### src/rtl/bed_pkg.sv
`default_nettype none
package bed_pkg;

  localparam int unsigned ByteW   = 8;
  localparam int unsigned AccW    = 9;
  localparam int unsigned CountW  = 16;
  localparam logic [CountW-1:0] CountMax = '1;

  localparam logic [ByteW-1:0] ChBackslash = 8'h5C;
  localparam logic [ByteW-1:0] ChX         = 8'h78;
  localparam logic [ByteW-1:0] ChZero      = 8'h30;
  localparam logic [ByteW-1:0] ChSeven     = 8'h37;

  typedef enum logic [2:0] {
    PhNormal = 3'd0,
    PhEsc    = 3'd1,
    PhOct2   = 3'd2,
    PhOct3   = 3'd3,
    PhHex1   = 3'd4,
    PhHex2   = 3'd5,
    PhDrop   = 3'd6
  } phase_e;

  typedef struct packed {
    phase_e              phase;
    logic [AccW-1:0]     accum;
    logic [CountW-1:0]   count;
  } state_t;

  typedef struct packed {
    logic [ByteW-1:0]  data;
    logic              last;
    logic              error;
    logic [CountW-1:0] offset;
  } result_t;

  // {hit, value}
  function automatic logic [ByteW:0] simple_escape(input logic [ByteW-1:0] b);
    logic [ByteW:0] r;
    case (b)
      8'h5C:   r = {1'b1, 8'h5C};
      8'h61:   r = {1'b1, 8'h07};
      8'h62:   r = {1'b1, 8'h08};
      8'h66:   r = {1'b1, 8'h0C};
      8'h6E:   r = {1'b1, 8'h0A};
      8'h72:   r = {1'b1, 8'h0D};
      8'h74:   r = {1'b1, 8'h09};
      8'h76:   r = {1'b1, 8'h0B};
      8'h22:   r = {1'b1, 8'h22};
      8'h27:   r = {1'b1, 8'h27};
      8'h3F:   r = {1'b1, 8'h3F};
      8'h20:   r = {1'b1, 8'h20};
      default: r = '0;
    endcase
    return r;
  endfunction

  // {hit, nibble}
  function automatic logic [4:0] hex_value(input logic [ByteW-1:0] b);
    logic [4:0] r;
    if (b >= 8'h30 && b <= 8'h39) begin
      r = {1'b1, 4'(b - 8'h30)};
    end else if (b >= 8'h61 && b <= 8'h66) begin
      r = {1'b1, 4'(b - 8'h57)};
    end else if (b >= 8'h41 && b <= 8'h46) begin
      r = {1'b1, 4'(b - 8'h37)};
    end else begin
      r = '0;
    end
    return r;
  endfunction

endpackage
`default_nettype wire

### src/rtl/bed_step.sv
`default_nettype none
module bed_step (
  input  bed_pkg::state_t             state_i,
  input  logic [bed_pkg::ByteW-1:0]   byte_i,
  input  logic                        last_i,
  output bed_pkg::state_t             state_o,
  output logic                        emit_o,
  output bed_pkg::result_t            result_o
);

  logic                       is_oct;
  logic [2:0]                 oct_d;
  logic [bed_pkg::ByteW:0]    simple;
  logic [4:0]                 hex;
  logic [bed_pkg::AccW-1:0]   oct_v;
  logic [bed_pkg::AccW-1:0]   hex_v;
  logic                       do_emit;
  logic                       do_fail;
  logic [bed_pkg::ByteW-1:0]  emit_val;
  bed_pkg::state_t            mid;

  assign is_oct = (byte_i >= bed_pkg::ChZero) && (byte_i <= bed_pkg::ChSeven);
  assign oct_d  = byte_i[2:0];
  assign simple = bed_pkg::simple_escape(byte_i);
  assign hex    = bed_pkg::hex_value(byte_i);
  assign oct_v  = {state_i.accum[bed_pkg::AccW-4:0], oct_d};
  assign hex_v  = {state_i.accum[bed_pkg::AccW-5:0], hex[3:0]};

  always_comb begin
    mid      = state_i;
    do_emit  = 1'b0;
    do_fail  = 1'b0;
    emit_val = '0;
    unique case (state_i.phase)
      bed_pkg::PhEsc: begin
        if (simple[bed_pkg::ByteW]) begin
          mid.phase = bed_pkg::PhNormal;
          do_emit   = 1'b1;
          emit_val  = simple[bed_pkg::ByteW-1:0];
        end else if (is_oct) begin
          mid.accum = {{(bed_pkg::AccW-3){1'b0}}, oct_d};
          mid.phase = bed_pkg::PhOct2;
          do_fail   = last_i;
        end else if (byte_i == bed_pkg::ChX) begin
          mid.accum = '0;
          mid.phase = bed_pkg::PhHex1;
          do_fail   = last_i;
        end else begin
          do_fail = 1'b1;
        end
      end
      bed_pkg::PhOct2: begin
        if (!is_oct) begin
          do_fail = 1'b1;
        end else begin
          mid.accum = oct_v;
          mid.phase = bed_pkg::PhOct3;
          do_fail   = last_i;
        end
      end
      bed_pkg::PhOct3: begin
        if (!is_oct || oct_v == '0 || oct_v[bed_pkg::AccW-1]) begin
          do_fail = 1'b1;
        end else begin
          mid.phase = bed_pkg::PhNormal;
          mid.accum = '0;
          do_emit   = 1'b1;
          emit_val  = oct_v[bed_pkg::ByteW-1:0];
        end
      end
      bed_pkg::PhHex1: begin
        if (!hex[4]) begin
          do_fail = 1'b1;
        end else begin
          mid.accum = {{(bed_pkg::AccW-4){1'b0}}, hex[3:0]};
          mid.phase = bed_pkg::PhHex2;
          do_fail   = last_i;
        end
      end
      bed_pkg::PhHex2: begin
        if (!hex[4] || hex_v == '0 || hex_v[bed_pkg::AccW-1]) begin
          do_fail = 1'b1;
        end else begin
          mid.phase = bed_pkg::PhNormal;
          mid.accum = '0;
          do_emit   = 1'b1;
          emit_val  = hex_v[bed_pkg::ByteW-1:0];
        end
      end
      bed_pkg::PhDrop: begin
        if (last_i) begin
          mid = '{phase: bed_pkg::PhNormal, accum: '0, count: '0};
        end
      end
      default: begin
        // normal phase, and the unused code
        mid.phase = bed_pkg::PhNormal;
        if (byte_i == bed_pkg::ChBackslash) begin
          if (last_i) begin
            do_fail = 1'b1;
          end else begin
            mid.phase = bed_pkg::PhEsc;
          end
        end else begin
          do_emit  = 1'b1;
          emit_val = byte_i;
        end
      end
    endcase
  end

  always_comb begin
    state_o  = mid;
    emit_o   = do_emit || do_fail;
    result_o = '{data: emit_val, last: last_i, error: 1'b0, offset: '0};
    if (do_fail) begin
      result_o = '{data: '0, last: 1'b1, error: 1'b1, offset: state_i.count};
      if (last_i) begin
        state_o = '{phase: bed_pkg::PhNormal, accum: '0, count: '0};
      end else begin
        state_o.phase = bed_pkg::PhDrop;
        state_o.accum = '0;
      end
    end else if (do_emit) begin
      if (last_i) begin
        state_o = '{phase: bed_pkg::PhNormal, accum: '0, count: '0};
      end else if (mid.count != bed_pkg::CountMax) begin
        state_o.count = mid.count + bed_pkg::CountW'(1);
      end
    end
  end

endmodule
`default_nettype wire

### src/rtl/bed_obuf.sv
`default_nettype none
module bed_obuf (
  input  logic              clk_i,
  input  logic              rst_ni,
  input  logic              push_i,
  input  bed_pkg::result_t  data_i,
  output logic              full_o,
  output logic              valid_o,
  input  logic              stall_i,
  output bed_pkg::result_t  data_o
);

  logic             out_vld_q, out_vld_d;
  logic             skid_vld_q, skid_vld_d;
  bed_pkg::result_t out_q, out_d;
  bed_pkg::result_t skid_q, skid_d;
  logic             pop;

  assign pop = out_vld_q && !stall_i;

  always_comb begin
    out_vld_d  = out_vld_q;
    skid_vld_d = skid_vld_q;
    out_d      = out_q;
    skid_d     = skid_q;
    if (!out_vld_q || pop) begin
      if (skid_vld_q) begin
        out_d      = skid_q;
        out_vld_d  = 1'b1;
        skid_vld_d = push_i;
        skid_d     = push_i ? data_i : skid_q;
      end else begin
        out_vld_d = push_i;
        out_d     = push_i ? data_i : out_q;
      end
    end else if (push_i) begin
      // head is stalled, park the new beat
      skid_vld_d = 1'b1;
      skid_d     = data_i;
    end
  end

  always_ff @(posedge clk_i or negedge rst_ni) begin
    if (!rst_ni) begin
      out_vld_q  <= 1'b0;
      skid_vld_q <= 1'b0;
    end else begin
      out_vld_q  <= out_vld_d;
      skid_vld_q <= skid_vld_d;
    end
  end

  always_ff @(posedge clk_i) begin
    out_q  <= out_d;
    skid_q <= skid_d;
  end

  assign full_o  = skid_vld_q;
  assign valid_o = out_vld_q;
  assign data_o  = out_q;

endmodule
`default_nettype wire

### src/rtl/backslash_escape_decoder.sv
`default_nettype none
// Decodes C-style backslash escapes in a byte stream, one input beat per clock
// with no bubbles. Each beat updates the small phase/digit/count state in the
// same cycle and writes at most one result into a two-entry output buffer
// (an output register and a skid register) that presents it. The input
// stalls only while both buffer entries are held by a stalled output. An
// error result has out_last set, carries the output position of the bad
// backslash, and the rest of that string is dropped without results.
module backslash_escape_decoder (
  input  logic        clk_i,
  input  logic        rst_ni,
  input  logic        in_valid_i,
  output logic        in_stall_o,
  input  logic [7:0]  in_byte_i,
  input  logic        in_last_i,
  output logic        out_valid_o,
  input  logic        out_stall_i,
  output logic [7:0]  out_byte_o,
  output logic        out_last_o,
  output logic        error_o,
  output logic [15:0] error_offset_o
);

  bed_pkg::state_t  state_q, state_d;
  bed_pkg::result_t res, head;
  logic             emit;
  logic             accept;
  logic             full;

  assign accept = in_valid_i && !full;

  bed_step u_step (
    .state_i  (state_q),
    .byte_i   (in_byte_i),
    .last_i   (in_last_i),
    .state_o  (state_d),
    .emit_o   (emit),
    .result_o (res)
  );

  always_ff @(posedge clk_i or negedge rst_ni) begin
    if (!rst_ni) begin
      state_q <= '{phase: bed_pkg::PhNormal, accum: '0, count: '0};
    end else if (accept) begin
      state_q <= state_d;
    end
  end

  bed_obuf u_obuf (
    .clk_i   (clk_i),
    .rst_ni  (rst_ni),
    .push_i  (accept && emit),
    .data_i  (res),
    .full_o  (full),
    .valid_o (out_valid_o),
    .stall_i (out_stall_i),
    .data_o  (head)
  );

  assign in_stall_o     = full;
  assign out_byte_o     = head.data;
  assign out_last_o     = head.last;
  assign error_o        = head.error;
  assign error_offset_o = head.offset;

endmodule
`default_nettype wire

### config.mk
export PLATFORM = sky130hd
export DESIGN_NAME = backslash_escape_decoder
export DESIGN_NICKNAME = d
export VERILOG_FILES = /design/src/rtl/bed_pkg.sv /design/src/rtl/bed_step.sv /design/src/rtl/bed_obuf.sv /design/src/rtl/backslash_escape_decoder.sv
export SDC_FILE = /design/constraint.sdc
export NUM_CORES = 1
export LEC_CHECK = 0
export BUFFER_PORTS_ARGS = -buffer_cell sky130_fd_sc_hd__buf_2
export CAP_MARGIN = 20
export CELL_PAD_IN_SITES_DETAIL_PLACEMENT = 2
export CELL_PAD_IN_SITES_GLOBAL_PLACEMENT = 2
export CORE_MARGIN = 2
export CORE_UTILIZATION = 39
export DETAILED_ROUTE_END_ITERATION = 7
export PLACE_DENSITY = 0.81
export SYNTH_ARGS = -nofsm -noshare
export SYNTH_HDL_FRONTEND = slang
export SYNTH_SLANG_ARGS = --single-unit
### constraint.sdc
create_clock -name clk_i -period 5.2 [get_ports clk_i]
set_input_delay 0.52 -clock clk_i [delete_from_list [all_inputs] [get_ports clk_i]]
set_output_delay 0.52 -clock clk_i [all_outputs]
set_load 0.005 [all_outputs]
==> flow_summary.json <==
{
  "cts_hold_buffers": 0,
  "dp.cells": 685,
  "antenna_found_initial": 0,
  "slew_violations": 0,
  "synth-xor-area-share": 0.00181,
  "gp_congestion": 0.905,
  "yosysUniqueCellTypes": 75,
  "clk_pin_slew_worst_paths_ns": 0.06,
  "ant_nets": 0,
  "first_global_vias": 4494,
  "syn_inst": 497,
  "placed_area_sq_um": 5200,
  "r2r_cells": 10,
  "finalHoldViolCount": 0,
  "mostFrequentLayoutCells": "nand2_1, edfxtp_1, buf_2, nor2_1, o21ai_0",
  "tns_ns": 0,
  "dieArea_sq_um": 13300,
  "yosysTopAreaCellShare": 0.323,
  "synth_fa_ha_area_frac": 0.0155,
  "overflow": 0,
  "worstSetupPathType": "input pin to flip-flop",
  "place_hpwl_mm": 12.4,
  "async_reset_ff_frac": 0.342,
  "wl_mm": 17.6,
  "avgSynthCellArea_sq_um": 9.73,
  "slew_headroom": 0.433,
  "final_cells": 701,
  "rows": 40,
  "clockBufferDepth": 2,
  "yosys.area.top_type": "edfxtp_1",
  "period_needed_ns": 4.24,
  "drtPass1Iterations": 4,
  "start_util": 0.401,
  "skew_ns": 0.0124,
  "highest_layer": "met4",
  "drv_cap": 0,
  "clock-root-buffer": "clkbuf_16",
  "endpoint_kind": "flip-flop",
  "synth_mux_area_frac": 0.0466,
  "yosysWarnings": 0,
  "crit_path_max_fanout": 26,
  "post_cts_buffers": 0,
  "fin_crit_sh": 0.816,
  "ir_worst_vdd_uv": 220,
  "synth-seq-cells": 79,
  "rr_endpoint": "u_obuf.data_o[10]",
  "critPathArrivalTime_ns": 4.26,
  "r2r_slack_ns": 1.47,
  "ys.flop_type": "edfxtp_1",
  "via_per_inst": 6.13,
  "grt_pass1_wl_mm": 27.5,
  "wl_met2_mm": 8.26,
  "diodes": 0,
  "nFillCells": 1278,
  "insertion_delay_ns": 0.36,
  "h-tree-depth": 3,
  "ioPinCount": 41,
  "yosys-top-cells-area": "edfxtp_1, dfrtp_1, nand2_1",
  "r2r_start": "state_q[16]",
  "synth_area_sq_um": 4840,
  "final_area_sq_um": 5550,
  "synth_compound_area_frac": 0.217,
  "core_area_sq_um": 12100,
  "required_ns": 5.22,
  "power_density_nw_per_um2": 499,
  "worstMarginPinSlew_ns": 0.850,
  "final_common_cell": "nand2_1",
  "rsz0062_at_grt": "false",
  "vias": 4300,
  "syn2layout_area_growth_pct": 14.7,
  "fin_util": 0.460,
  "synth_simple_gate_area_share": 0.224,
  "grt_max_degree": 35,
  "drtIter0Drc": 329,
  "drive_gt1_frac": 0.206,
  "wl_met3_um": 952,
  "nets": 547,
  "numCtsBuffers": 9,
  "drc": 0,
  "met1_length_mm": 7.95,
  "portBuffers": 40,
  "power_uw": 2770,
  "grt_use_total": 0.279,
  "synth.yosys.seq_area_share": 0.462,
  "setup_viol": 0,
  "chipHeight_um": 115,
  "die_x_um": 115,
  "cts.sinks": 79,
  "cts_resized": 0,
  "wl_per_cell_um": 25.1,
  "status": "complete, no violations",
  "syn_nets": 516,
  "power_leakage_uw": 0.00213,
  "hold_class": "input pin to async pin",
  "max_freq_mhz": 236,
  "synth-edff-count": 52,
  "synth_top_family_by_area": "simple AND/OR/NAND/NOR gates",
  "cts_tree": "built",
  "crit_path_start_kind": "input pin"
}
registers in the layout, indices dropped and copies added, names as in the netlist:
signal / cells
u_obuf.data_o: 26
u_obuf.full_o: 1
u_obuf.skid_q: 26
state_q: 25
u_obuf.valid_o: 1
Yosys cell counts (5+ instances only):
cell,count
nand2_1,63
edfxtp_1,52
nor2_1,33
o21ai_0,31
dfrtp_1,27
a21oi_1,25
nand3_1,22
mux2_2,20
clkbuf_1,19
and2_1,16
inv_1,9
nor3_1,9
and3_1,8
o211ai_1,8
o31ai_1,8
a21o_1,7
a31oi_1,7
buf_2,7
nand2b_1,7
a32o_1,6
ha_1,6
nor2b_1,6
a32oi_1,5
nor3b_1,5
nor4_1,5
worst max path at each step:
stage / end / slack (ns) / from
final: u_obuf.data_o[10] / 0.96 / in_byte_i[0]
after CTS: u_obuf.data_o[6] / 0.98 / in_byte_i[0]
after global routing: u_obuf.data_o[10] / 0.71 / in_byte_i[0]
after floorplan: u_obuf.skid_q[0] / 0.30 / in_byte_i[0]
after detailed placement: u_obuf.data_o[19] / 0.63 / in_byte_i[0]
after global placement: u_obuf.data_o[13] / 1.10 / in_byte_i[0]
cell families after synthesis:
family | Yosys count
muxes | 20
adders and majority gates | 6
xor gates and xnor gates | 1
buffers and inverters | 39
DFF | 79
and+or+nand+nor | 206
AOI/OAI and AO/OA | 146
per-stage QoR:
step	setup slack, ns	hold WS (ns)
floorplan	0.298	0.224
global placement	1.10	0.495
detailed placement	0.635	0.515
CTS	0.985	0.213
global route	0.705	0.235
finish	0.959	0.194
worst max-delay path, stage by stage:
cell	delay, ns
buf_2	0.23
inv_1	0.14
ha_1	0.30
a21oi_1	0.26
a2bb2oi_1	0.26
a21oi_1	0.13
a2111oi_1	0.67
a21boi_0	0.28
a21bo_4	0.34
inv_2	0.24
nor2_1	0.16
o21ba_2	0.25
a21oi_2	0.11
buf_4	0.35
area by class of cell:
class	count	area (sq um)	area share
inverters	10	37.5	0.00677
clock buffers	10	229	0.0413
well taps	168	210	0.0379
repair buffers	49	268	0.0483
clock inverters	6	116	0.0210
flip-flops and latches	79	2240	0.403
multi-input cells	379	2450	0.442
per-layer routing:
layer,vias to the layer above,track usage
met5,-,0
met1,2184,0.384
met2,143,0.445
met4,0,0.0876
li1,1952,-
met3,21,0.0517
power by group:
part / switching [uW] / total (uW) / internal, uW
clock network: 274 / 746 / 473
registers: 125 / 994 / 869
logic: 672 / 1030 / 354
total: 1070 / 2770 / 1700
Note: power is estimated with default switching activity, not from simulation.
